===== src/sv/ptt_pkg.sv =====
`timescale 1ns / 1ps
`default_nettype none
// ----------------------------------------------------------------------------
// ptt_pkg: shared types and codes of the periodic timer table
// Beat structs for commands and results, command kinds, result status codes.
// ----------------------------------------------------------------------------
package ptt_pkg;

	localparam int TIMER_SLOTS_DEF = 32;
	localparam int PERIOD_BITS_DEF = 16;

	// command kinds
	localparam logic [1:0] KIND_TICK  = 2'd0;
	localparam logic [1:0] KIND_REG   = 2'd1;
	localparam logic [1:0] KIND_UNREG = 2'd2;

	// result status
	localparam logic [2:0] STAT_FIRED = 3'd0;
	localparam logic [2:0] STAT_REG   = 3'd1;
	localparam logic [2:0] STAT_REJ   = 3'd2;
	localparam logic [2:0] STAT_REM   = 3'd3;
	localparam logic [2:0] STAT_DONE  = 3'd4;

	typedef struct packed {
		logic [1:0]  kind;
		logic [15:0] period;
		logic [7:0]  client_tag;
		logic [4:0]  slot;
	} cmd_t;

	typedef struct packed {
		logic [2:0] status;
		logic [4:0] slot_out;
		logic [7:0] tag_out;
		logic       last;
	} result_t;

endpackage
`default_nettype wire


===== src/sv/periodic_timer_table.sv =====
`timescale 1ns / 1ps
`default_nettype none
// Rejects and unknown kinds give their result in the cycle after the start beat.
// Register: scans up from slot 0 for the lowest free slot, one live bit tested per cycle.
// Unregister: reads the tag, searches the order list, then moves each later entry down.
// Tick: order RAM read, entry RAM read and update per live timer, then a closing beat.
// One command at a time; busy is high until the final beat is issued; results cannot stall.
// Reset clears sequencer, strobe, live mask and live count; the RAMs need no clearing pass.
// ----------------------------------------------------------------------------
// periodic_timer_table: table of periodic software timers
// Registers timers in the lowest free slot, removes them, and on each tick
// walks live timers newest first, firing those whose counter hit the period.
// ----------------------------------------------------------------------------
module periodic_timer_table
	import ptt_pkg::*;
#(
	parameter int TIMER_SLOTS = TIMER_SLOTS_DEF,
	parameter int PERIOD_BITS = PERIOD_BITS_DEF
) (
	input  wire logic    clk,
	input  wire logic    arst_n,
	input  wire logic    start,
	output      logic    busy,
	input  wire cmd_t    cmd,
	output      logic    strobe,
	output      result_t result
);

	localparam int SLOT_W  = $clog2(TIMER_SLOTS);
	localparam int CNT_W   = $clog2(TIMER_SLOTS + 1);
	localparam int ENTRY_W = 2 * PERIOD_BITS + 8;

	// sequencer states
	localparam logic [3:0] S_IDLE   = 4'd0;
	localparam logic [3:0] S_T_ORD  = 4'd1;  // tick: read order list at ptr
	localparam logic [3:0] S_T_ENT  = 4'd2;  // tick: read entry of that slot
	localparam logic [3:0] S_T_UPD  = 4'd3;  // tick: compare, write back, maybe fire
	localparam logic [3:0] S_T_DONE = 4'd4;  // tick: closing beat
	localparam logic [3:0] S_R_SCAN = 4'd5;  // register: find lowest free slot
	localparam logic [3:0] S_U_TAG  = 4'd6;  // unregister: read entry for its tag
	localparam logic [3:0] S_U_SRCH = 4'd7;  // unregister: read order list at ptr
	localparam logic [3:0] S_U_CMP  = 4'd8;  // unregister: compare with slot
	localparam logic [3:0] S_U_SRD  = 4'd9;  // unregister: read next entry to move
	localparam logic [3:0] S_U_SWR  = 4'd10; // unregister: move it down one place

	logic [3:0]             state_q;
	logic [TIMER_SLOTS-1:0] live_mask_q;
	logic [CNT_W-1:0]       live_count_q;
	logic [SLOT_W-1:0]      ptr_q;     // order position or scan slot
	logic [SLOT_W-1:0]      slot_q;    // slot of the timer being handled
	logic [PERIOD_BITS-1:0] period_q;
	logic [7:0]             tag_q;
	logic                   strobe_q;
	result_t                result_q;

	// RAM ports
	logic                   ent_we;
	logic [SLOT_W-1:0]      ent_waddr;
	logic [ENTRY_W-1:0]     ent_wdata;
	logic [SLOT_W-1:0]      ent_raddr;
	logic [ENTRY_W-1:0]     ent_rdata;
	logic                   ord_we;
	logic [SLOT_W-1:0]      ord_waddr;
	logic [SLOT_W-1:0]      ord_wdata;
	logic [SLOT_W-1:0]      ord_raddr;
	logic [SLOT_W-1:0]      ord_rdata;

	// entry word: {period, counter, tag}
	logic [PERIOD_BITS-1:0] ent_per;
	logic [PERIOD_BITS-1:0] ent_cnt;
	logic [7:0]             ent_tag;
	logic                   ent_hit;

	logic [PERIOD_BITS-1:0] cmd_per;
	logic [SLOT_W-1:0]      cmd_slot;
	logic                   cmd_slot_ok;
	logic                   reg_reject;
	logic [CNT_W-1:0]       ptr_next;  // ptr + 1, counted in live-count width
	logic                   accept;
	logic                   beat_next; // a result beat goes out next cycle

	assign ent_per = ent_rdata[ENTRY_W-1 -: PERIOD_BITS];
	assign ent_cnt = ent_rdata[8 +: PERIOD_BITS];
	assign ent_tag = ent_rdata[7:0];
	assign ent_hit = (ent_cnt == ent_per);

	assign cmd_per     = PERIOD_BITS'(cmd.period);
	assign cmd_slot    = SLOT_W'(cmd.slot);
	// range check first, then the live bit of the in-range slot
	assign cmd_slot_ok = ({2'b00, cmd.slot} < 7'(TIMER_SLOTS)) && live_mask_q[cmd_slot];
	// zero period or full table
	assign reg_reject  = (cmd_per == '0) || (live_count_q == CNT_W'(TIMER_SLOTS));
	assign ptr_next    = CNT_W'(ptr_q) + CNT_W'(1);
	assign accept      = start && (state_q == S_IDLE);

	assign busy   = (state_q != S_IDLE);
	assign strobe = strobe_q;
	assign result = result_q;

	// RAM addressing and writes
	always_comb begin
		ent_we    = 1'b0;
		ent_waddr = slot_q;
		ent_wdata = {ent_per, ent_cnt + PERIOD_BITS'(1), ent_tag};
		ent_raddr = slot_q;
		ord_we    = 1'b0;
		ord_waddr = ptr_q;
		ord_wdata = ord_rdata;
		ord_raddr = ptr_q;
		case (state_q)
			S_T_ENT: begin
				ent_raddr = ord_rdata;
			end
			S_T_UPD: begin
				ent_we = 1'b1;
				if (ent_hit) begin
					ent_wdata = {ent_per, {PERIOD_BITS{1'b0}}, ent_tag};
				end
			end
			S_R_SCAN: begin
				// new timer goes to the end of the oldest-first order list
				ent_waddr = ptr_q;
				ent_wdata = {period_q, {PERIOD_BITS{1'b0}}, tag_q};
				ent_we    = !live_mask_q[ptr_q];
				ord_we    = !live_mask_q[ptr_q];
				ord_waddr = live_count_q[SLOT_W-1:0];
				ord_wdata = ptr_q;
			end
			S_U_SRD: begin
				ord_raddr = ptr_next[SLOT_W-1:0];
			end
			S_U_SWR: begin
				ord_we = 1'b1;
			end
			default: begin
			end
		endcase
	end

	// result strobe for the next cycle
	always_comb begin
		beat_next = 1'b0;
		case (state_q)
			S_IDLE: begin
				if (accept) begin
					case (cmd.kind)
						KIND_TICK: begin
							beat_next = (live_count_q == '0);
						end
						KIND_REG: begin
							beat_next = reg_reject;
						end
						KIND_UNREG: begin
							beat_next = !cmd_slot_ok;
						end
						default: begin
							beat_next = 1'b1;
						end
					endcase
				end
			end
			S_T_UPD: begin
				beat_next = ent_hit;
			end
			S_T_DONE: begin
				beat_next = 1'b1;
			end
			S_R_SCAN: begin
				beat_next = !live_mask_q[ptr_q];
			end
			S_U_SRD: begin
				beat_next = !(ptr_next < live_count_q);
			end
			default: begin
			end
		endcase
	end

	// sequencer and control state
	always_ff @(posedge clk or negedge arst_n) begin
		if (!arst_n) begin
			state_q      <= S_IDLE;
			live_mask_q  <= '0;
			live_count_q <= '0;
			strobe_q     <= 1'b0;
		end else begin
			strobe_q <= beat_next;
			case (state_q)
				S_IDLE: begin
					if (accept) begin
						case (cmd.kind)
							KIND_TICK: begin
								if (live_count_q != '0) begin
									state_q <= S_T_ORD;
								end
							end
							KIND_REG: begin
								if (!reg_reject) begin
									state_q <= S_R_SCAN;
								end
							end
							KIND_UNREG: begin
								if (cmd_slot_ok) begin
									state_q <= S_U_TAG;
								end
							end
							default: begin
							end
						endcase
					end
				end
				S_T_ORD: begin
					state_q <= S_T_ENT;
				end
				S_T_ENT: begin
					state_q <= S_T_UPD;
				end
				S_T_UPD: begin
					state_q <= (ptr_q == '0) ? S_T_DONE : S_T_ORD;
				end
				S_T_DONE: begin
					state_q <= S_IDLE;
				end
				S_R_SCAN: begin
					if (!live_mask_q[ptr_q]) begin
						live_mask_q[ptr_q] <= 1'b1;
						live_count_q       <= live_count_q + CNT_W'(1);
						state_q            <= S_IDLE;
					end
				end
				S_U_TAG: begin
					state_q <= S_U_SRCH;
				end
				S_U_SRCH: begin
					state_q <= S_U_CMP;
				end
				S_U_CMP: begin
					state_q <= (ord_rdata == slot_q) ? S_U_SRD : S_U_SRCH;
				end
				S_U_SRD: begin
					if (ptr_next < live_count_q) begin
						state_q <= S_U_SWR;
					end else begin
						live_mask_q[slot_q] <= 1'b0;
						live_count_q        <= live_count_q - CNT_W'(1);
						state_q             <= S_IDLE;
					end
				end
				S_U_SWR: begin
					state_q <= S_U_SRD;
				end
				default: begin
					state_q <= S_IDLE;
				end
			endcase
		end
	end

	// datapath registers and result beat
	always_ff @(posedge clk) begin
		case (state_q)
			S_IDLE: begin
				slot_q   <= cmd_slot;
				period_q <= cmd_per;
				tag_q    <= cmd.client_tag;
				// tick walks newest first: order list is stored oldest first
				ptr_q    <= (cmd.kind == KIND_TICK) ?
					SLOT_W'(live_count_q - CNT_W'(1)) : '0;
				result_q.status   <= (cmd.kind == KIND_TICK) ? STAT_DONE : STAT_REJ;
				result_q.slot_out <= (cmd.kind == KIND_UNREG) ? cmd.slot : 5'd0;
				result_q.tag_out  <= 8'd0;
				result_q.last     <= 1'b1;
			end
			S_T_ENT: begin
				slot_q <= ord_rdata;
			end
			S_T_UPD: begin
				result_q.status   <= STAT_FIRED;
				result_q.slot_out <= 5'(slot_q);
				result_q.tag_out  <= ent_tag;
				result_q.last     <= 1'b0;
				ptr_q             <= ptr_q - SLOT_W'(1);
			end
			S_T_DONE: begin
				result_q.status   <= STAT_DONE;
				result_q.slot_out <= 5'd0;
				result_q.tag_out  <= 8'd0;
				result_q.last     <= 1'b1;
			end
			S_R_SCAN: begin
				result_q.status   <= STAT_REG;
				result_q.slot_out <= 5'(ptr_q);
				result_q.tag_out  <= 8'd0;
				result_q.last     <= 1'b1;
				if (live_mask_q[ptr_q]) begin
					ptr_q <= ptr_q + SLOT_W'(1);
				end
			end
			S_U_SRCH: begin
				tag_q <= ent_tag;
			end
			S_U_CMP: begin
				if (ord_rdata != slot_q) begin
					ptr_q <= ptr_q + SLOT_W'(1);
				end
			end
			S_U_SRD: begin
				result_q.status   <= STAT_REM;
				result_q.slot_out <= 5'(slot_q);
				result_q.tag_out  <= tag_q;
				result_q.last     <= 1'b1;
			end
			S_U_SWR: begin
				ptr_q <= ptr_q + SLOT_W'(1);
			end
			default: begin
			end
		endcase
	end

	// period, counter and tag of each slot
	ptt_ram #(
		.WIDTH(ENTRY_W),
		.DEPTH(TIMER_SLOTS)
	) u_entry_ram (
		.clk  (clk),
		.we   (ent_we),
		.waddr(ent_waddr),
		.wdata(ent_wdata),
		.raddr(ent_raddr),
		.rdata(ent_rdata)
	);

	// slot numbers of live timers, oldest first
	ptt_ram #(
		.WIDTH(SLOT_W),
		.DEPTH(TIMER_SLOTS)
	) u_order_ram (
		.clk  (clk),
		.we   (ord_we),
		.waddr(ord_waddr),
		.wdata(ord_wdata),
		.raddr(ord_raddr),
		.rdata(ord_rdata)
	);

endmodule
`default_nettype wire


===== src/sv/ptt_ram.sv =====
`timescale 1ns / 1ps
`default_nettype none
// ----------------------------------------------------------------------------
// ptt_ram: generic simple dual-port RAM
// One write port, one read port, read data registered.
// ----------------------------------------------------------------------------
module ptt_ram #(
	parameter int WIDTH = 8,
	parameter int DEPTH = 32
) (
	input  wire logic                     clk,
	input  wire logic                     we,
	input  wire logic [$clog2(DEPTH)-1:0] waddr,
	input  wire logic [WIDTH-1:0]         wdata,
	input  wire logic [$clog2(DEPTH)-1:0] raddr,
	output      logic [WIDTH-1:0]         rdata
);

	logic [WIDTH-1:0] mem_q [DEPTH];

	always_ff @(posedge clk) begin
		if (we) begin
			mem_q[waddr] <= wdata;
		end
		rdata <= mem_q[raddr];
	end

endmodule
`default_nettype wire


===== config.mk =====
export PLATFORM = sky130hd
export DESIGN_NAME = periodic_timer_table
export DESIGN_NICKNAME = d
export VERILOG_FILES = /design/src/sv/ptt_pkg.sv /design/src/sv/periodic_timer_table.sv /design/src/sv/ptt_ram.sv
export SDC_FILE = /design/constraint.sdc
export NUM_CORES = 2
export LEC_CHECK = 0
export ABC_AREA = 1
export ABC_CLOCK_PERIOD_IN_PS = 9600
export BUFFER_PORTS_ARGS = -buffer_cell sky130_fd_sc_hd__buf_2
export CAP_MARGIN = 5
export CORE_AREA = 2 2 388 390
export DETAILED_ROUTE_END_ITERATION = 7
export DIE_AREA = 0 0 390 392
export GPL_TIMING_DRIVEN = 0
export PLACE_DENSITY = 0.61
export SLEW_MARGIN = 25
export SYNTH_ARGS = -nofsm -noshare
export SYNTH_HDL_FRONTEND = slang
export SYNTH_SLANG_ARGS = --single-unit

===== constraint.sdc =====
create_clock -name clk -period 9.6 [get_ports clk]
set_input_delay 1.92 -clock clk [delete_from_list [all_inputs] [get_ports clk]]
set_output_delay 1.92 -clock clk [all_outputs]
set_load 0.02 [all_outputs]

* Word level (Yosys, flattened, before mapping)
Memories as Yosys holds them, arrays and structs flattened. A register that Yosys moved wholly into a read port is not among the register bits.
Cells that the tools add are included.
** Word-level totals
- Bits in registers :: 94
- RAM bits :: 1440
- Input bits :: 34
- Output and inout bits :: 19
- Word-level logic and storage cells :: 125
- Memories :: 2
** Operators by class
- $add $sub $neg :: 6
- $lt $le $gt $ge :: 6
- Equality and inequality tests :: 25
- Multiplexer cells :: 49
- Bitwise gates (word level) :: 3
- Reduce and logical (&&, ||, !) cells :: 22
** Memories
- u_entry_ram.mem_q :: depth 32, width 40, rd ports 1, clocked after memory_dff 1, wr ports 1, RTL line ptt_ram.sv:19 : logic [WIDTH-1:0] mem_q [DEPTH];
- u_order_ram.mem_q :: depth 32, width 5, rd ports 1, clocked after memory_dff 1, wr ports 1, RTL line ptt_ram.sv:19
** Operators with widths (number)
- $pmux 17 s5 :: 1
- $pmux 40 s2 :: 1
- $mux 32 :: 2
- $pmux 32 s2 :: 1
- $mux 5 :: 9
- $pmux 4 s10 :: 1
- $and 32x32->32 :: 1
- $not 32->32 :: 1
- $or 32x32->32 :: 1
- $mux 4 :: 7
- $pmux 5 s5 :: 1
- $mux 24 :: 1
- $lt 5x6->1 const B :: 3
- $add 16x1->16 const B :: 1
- $eq 16x16->1 :: 1
- $eq 4x3->1 const B :: 4
- $logic_not 16->1 :: 1
- $pmux 8 s2 :: 1
- $eq 4x4->1 const B :: 3
- $mux 6 :: 2
- $pmux 4 s3 :: 1
- $pmux 6 s2 :: 1
- $bmux 1 s5 :: 2
- $demux 1 s5 :: 2
- other kinds (36) :: 62

* Depth between registers and ports, before layout
- Word-level depth :: 8
- Gate-level depth with buffers :: 16
- Mapped depth without buffers :: 13

* By module
A second synthesis with hierarchy kept.
** Unflattened totals
- Cell total of the unflattened synthesis :: 5963
- Area, all modules :: 66042.1 um^2
** By module, submodules not included
- ptt_ram (u_entry_ram) :: times used 1, cells an instance 4407, area each 52402.8 um^2, seq. area each 39237.6 um^2
- periodic_timer_table :: times used 1, cells an instance 961, area each 6842.8 um^2, seq. area each 2607.5 um^2
- ptt_ram (u_order_ram) :: times used 1, cells an instance 595, area each 6796.5 um^2, seq. area each 4904.7 um^2

* Worst setup path after synthesis
OpenSTA, ideal clock, no wires.
- Path type :: register to register
- Start :: register ptr_q[0]
- End :: memory u_entry_ram.mem_q[0][0] (netlist name) (enable)
- Setup time :: 0.438 ns
- Arrival :: 3.475 ns
- Required time :: 9.162 ns
- Setup slack :: 5.687 ns
- Stages on the path, launching flop included :: 12
- Path buffers :: 2
- Period minus slack after synthesis :: 3.913 ns
- Cell sequence :: edfxtp_1 > buf_2 > o211ai_1 > nand2_1 > nand2_1 > nand2_1 > nor2_1 > nand3_1 > buf_2 > nand2_1 > nand3_1 > nor2_1
** On the way
- Word-level cells in the longest chain between the ends :: 6
- Elaborated cells between the ends (all ways) :: 7
- Those cells by class :: mux (6); reduce/logical (1)
** RTL lines
- from (decl) :: RTL line periodic_timer_table.sv:49 : logic [SLOT_W-1:0] ptr_q;
- from (signal assigned) :: RTL line periodic_timer_table.sv:267 : ptr_q <= (cmd.kind == KIND_TICK) ?
- from (signal assigned) :: RTL line periodic_timer_table.sv:282 : ptr_q <= ptr_q - SLOT_W'(1);
- from (signal assigned) :: RTL line periodic_timer_table.sv:296 : ptr_q <= ptr_q + SLOT_W'(1);
- $bmux 1 s5 :: RTL line periodic_timer_table.sv:124 : ent_we = !live_mask_q[ptr_q];
- $mux 1 (implied by the code) :: RTL line periodic_timer_table.sv:124
- $logic_not 1->1
- $pmux 1 s2 :: RTL line periodic_timer_table.sv:110 : case (state_q)
- $mux 1 :: RTL line ptt_ram.sv:22 : if (we) begin
- $mux 1 (implied by the code) :: RTL line ptt_ram.sv:23 : mem_q[waddr] <= wdata;
- to (decl) :: RTL line ptt_ram.sv:19
Several ways; a longest one is shown, not always the timed one. The select of a mux whose other input is x is not followed.

* Worst setup path in the final report
- Start :: register ptr_q[1]
- End :: memory u_entry_ram.mem_q[31][27] (netlist name) (enable)
Same word-level chain as after synthesis.

==> results.tsv <==
metric	value	unit
run status	finished clean	
CTS Buf Count	162	
Ports	53	
vias in the first global route	45636	
DP HPWL	152000	um
Final Util	52.1	%
Critical Path Most Common Cell	nand2_1	
Worst Path Max Fanout	16	
Worst Hold Launch	live_mask_q[17]	
CTS tree	yes	
final worst clock skew	0.0354	ns
PortBufs	52	
Fill cells	12923	
Worst path top cell family by delay	simple AND/OR/NAND/NOR gates	
WL final	218000	um
Crit path arrival time	5.45	ns
Post-Syn Nets	6173	
H-tree depth	4	
Power per Cell Area	372	mW/mm^2
Leak	29.5	nW
Via density	5.65	
Worst Tran Pin Value	1.09	ns
die area	0.153	mm^2
fin crit period	4.94	ns
post-synthesis cell type count	42	
RSZ-0062 raised after global routing	no	
area grow syn2layout	16.6	%
Max IR drop VDD	0.223	mV
Synth Cell Area	0.0665	mm^2
Rel. slew slack	27.2	%
crit path launch type	register	
Die Wd	390	um
Async SR Flop Fraction	2.72	%
clk_lat worst skew	0.81	ns
row count	142	
Tcrit/Tclk final	51.5	%
nature of the critical path endpoint	register	
largest net degree at the start of global routing	44	
clock-pin slew on the worst setup and hold paths	0.06	ns
hold slack	0.490	ns
post-synthesis sequential area ratio	70.3	%
DRT iter0 DRCs	6020	
NumNets Final	6505	
antenna-violating nets left	0	
Worst EP required	10.10	ns
Worst Reg-to-Reg Cells	13	
max_cap viols	0	
Post-CTS Hold Buffers	0	
XOR/XNOR Fraction of Synth Area	0.434	%
vias post-DR	48194	
setup bufs post-CTS	0	
Worst R2R End	u_entry_ram.mem_q[31][27]	
grt ovf	0	
Setup TNS Final	0	ns
global-route wire length before repair	312000	um
Bufs and invs on worst path	4	
gp weighted congestion	0.939	
final slew viol count	0	
Core ar.	0.149	mm^2
Seq cells post-synth	1579	
Mapped Avg Cell Area	10.9	um^2
multiplexer share of the synthesized area	0	%
share of cells above drive strength 1	10.4	%
CP max stage delay	0.91	ns
Hold Crit Depth	2	
initial antenna violation count	7	
GRT Total Usage	28.3	%
largest family of logic cells by synthesized area	simple AND/OR/NAND/NOR gates	
fmax	202	MHz
Clock Sinks	1579	
Initial Utilization	44.7	%
Initial DRT Pass Iterations	7	
Synth Warn #	0	
Residual DRC	0	
Fin. Hold Viols	0	
crit-path cells	clkinv_1, o211ai_1, nand2_1, nand2_1, nand2_1, nor2_1, nand3_1, buf_2, nand2_1, nand3_1, nor2_4, buf_16, buf_16	
Setup CP Type	register to register	
Synth Instances	6119	
worst reg2reg setup slack	4.66	ns
fin area	0.0776	mm^2
Simple-Gate Fraction of Synth Area	21.7	%
root buf cell	clkbuf_16	
Hold WC Path Type	register to register	
cts repair resizes	0	
Area after DPL	0.0724	mm^2
WHS Endpoint	live_mask_q[17]	
number of synthesized flops with an enable pin	1491	
FF-to-FF Start	ptr_q[1]	
DIE HEIGHT	392	um
Compound-Gate Fraction of Synth Area	3.77	%
CTS Buffer Depth	3	
Post-Synth Adder-Cell Area	0.387	%
top_reg_cell synth	edfxtp_1	
endpoints failing setup	0	
wire per inst	25.6	um
Worst path slowest cell	nor2_4	
routing by layer:
layer | GRT usage (%) | vias to the layer above | wire length, um
met3 | 5.66 | 502 | 22100
li1 | - | 21662 | -
met2 | 45.9 | 2615 | 102000
met4 | 12.7 | 8 | 10300
met5 | 0 | - | 57
met1 | 36.9 | 23407 | 83700
final cells by class:
type                            instances  area [um^2]  share of cell area [%]
Sequential cell                      1579        46700                    60.3
Multi-Input combinational cell       3996        18100                    23.3
Clock buffer                          217         4480                    5.77
Timing Repair Buffer                  168         2810                    3.63
Tap cell                             1944         2430                    3.14
Buffer                                343         1550                    1.99
Inverter                              201          757                   0.976
Clock inverter                         79          717                   0.924
Antenna cell                            3         7.51                 0.00968
registers in the layout, indices dropped and copies added, names as in the netlist:
name / cells
u_entry_ram.mem_q: 1280
u_order_ram.mem_q: 160
u_entry_ram.rdata: 40
live_mask_q: 32
result: 17
period_q: 16
tag_q: 8
live_count_q: 6
ptr_q: 5
slot_q: 5
u_order_ram.rdata: 5
state_q: 4
strobe: 1
synthesized netlist by cell type (45+ instances only):
master | number | area share [%]
nand2_1 | 2501 | 14
edfxtp_1 | 1491 | 67
nand3_1 | 828 | 6.2
inv_1 | 195 | 1.1
buf_2 | 192 | 1.4
nor2_1 | 151 | 0.85
clkbuf_1 | 130 | 0.73
o21ai_0 | 122 | 0.92
a21o_1 | 95 | 1.1
o211ai_1 | 65 | 0.73
a21oi_1 | 59 | 0.44
dfxtp_1 | 45 | 1.4
layout by cell type (no fill, tap or decap), drive strengths merged:
cell,count
o22ai,5
clkinv,61
xnor2,13
o211ai,65
o32ai,1
diode,3
nand3,828
edfxtp,1491
a211oi,1
clkbuf,347
ha,19
o21bai,2
o221ai,7
nand2,2503
xor2,20
nor3b,4
o21ai,164
nor2,154
bufinv,10
a21o,95
buf,381
nor3,32
clkinvlp,4
o2111ai,3
inv,205
fa,1
dfrtp,43
nand4,14
and3,1
o21a,1
nand3b,1
a22oi,1
dfxtp,45
a21oi,61
logic make-up (layout without fill, tap and decap cells):
logic type               after synthesis  in the layout
AO/OA/AOI/OAI                        406            406
AND/OR/NAND/NOR                     3537           3537
other                                  0              3
XOR/XNOR                              33             33
adder cells (fa/ha/maj)               20             20
buffers and inverters                544           1008
flip-flops                          1579           1579
worst max-delay path by stage:
stage / from / endpoint / slack [ns] / depth (start not counted)
2_1_floorplan: ptr_q[0] / u_entry_ram.mem_q[0][0] / 5.69 / 11
6_report: ptr_q[1] / u_entry_ram.mem_q[31][27] / 4.66 / 13
5_1_grt: ptr_q[1] / u_entry_ram.mem_q[31][24] / 4.48 / 13
3_3_place_gp: ptr_q[1] / u_entry_ram.mem_q[6][24] / 2.28 / 11
4_1_cts: ptr_q[1] / u_entry_ram.mem_q[31][24] / 4.81 / 13
3_5_place_dp: ptr_q[1] / u_entry_ram.mem_q[31][24] / 4.79 / 13
where the power goes:
group | internal, mW | leakage [nW] | switching [mW] | total [mW]
combinational | 3.39 | 12.4 | 9.96 | 13.3
sequential | 9.04 | 14.5 | 0.268 | 9.31
clock | 3.55 | 2.54 | 2.68 | 6.23
worst register-to-register path, cell delays in order, from the launching register on:
cell	delay, ns
edfxtp_1	0.65
clkinv_1	0.51
o211ai_1	0.24
nand2_1	0.09
nand2_1	0.07
nand2_1	0.05
nor2_1	0.27
nand3_1	0.16
buf_2	0.23
nand2_1	0.28
nand3_1	0.73
nor2_4	0.91
buf_16	0.27
buf_16	0.19
stage by stage:
step                power (mW)  setup WS [ns]  std cells
floorplan                 16.5           5.69       6119
global placement          21.8           2.28       8115
detailed placement        22.4           4.79       8231
CTS                       28.6           4.81       8527
global route              30.1           4.48       8529
finish                    28.9           4.66       8530
(Power assumes the default switching activity.)
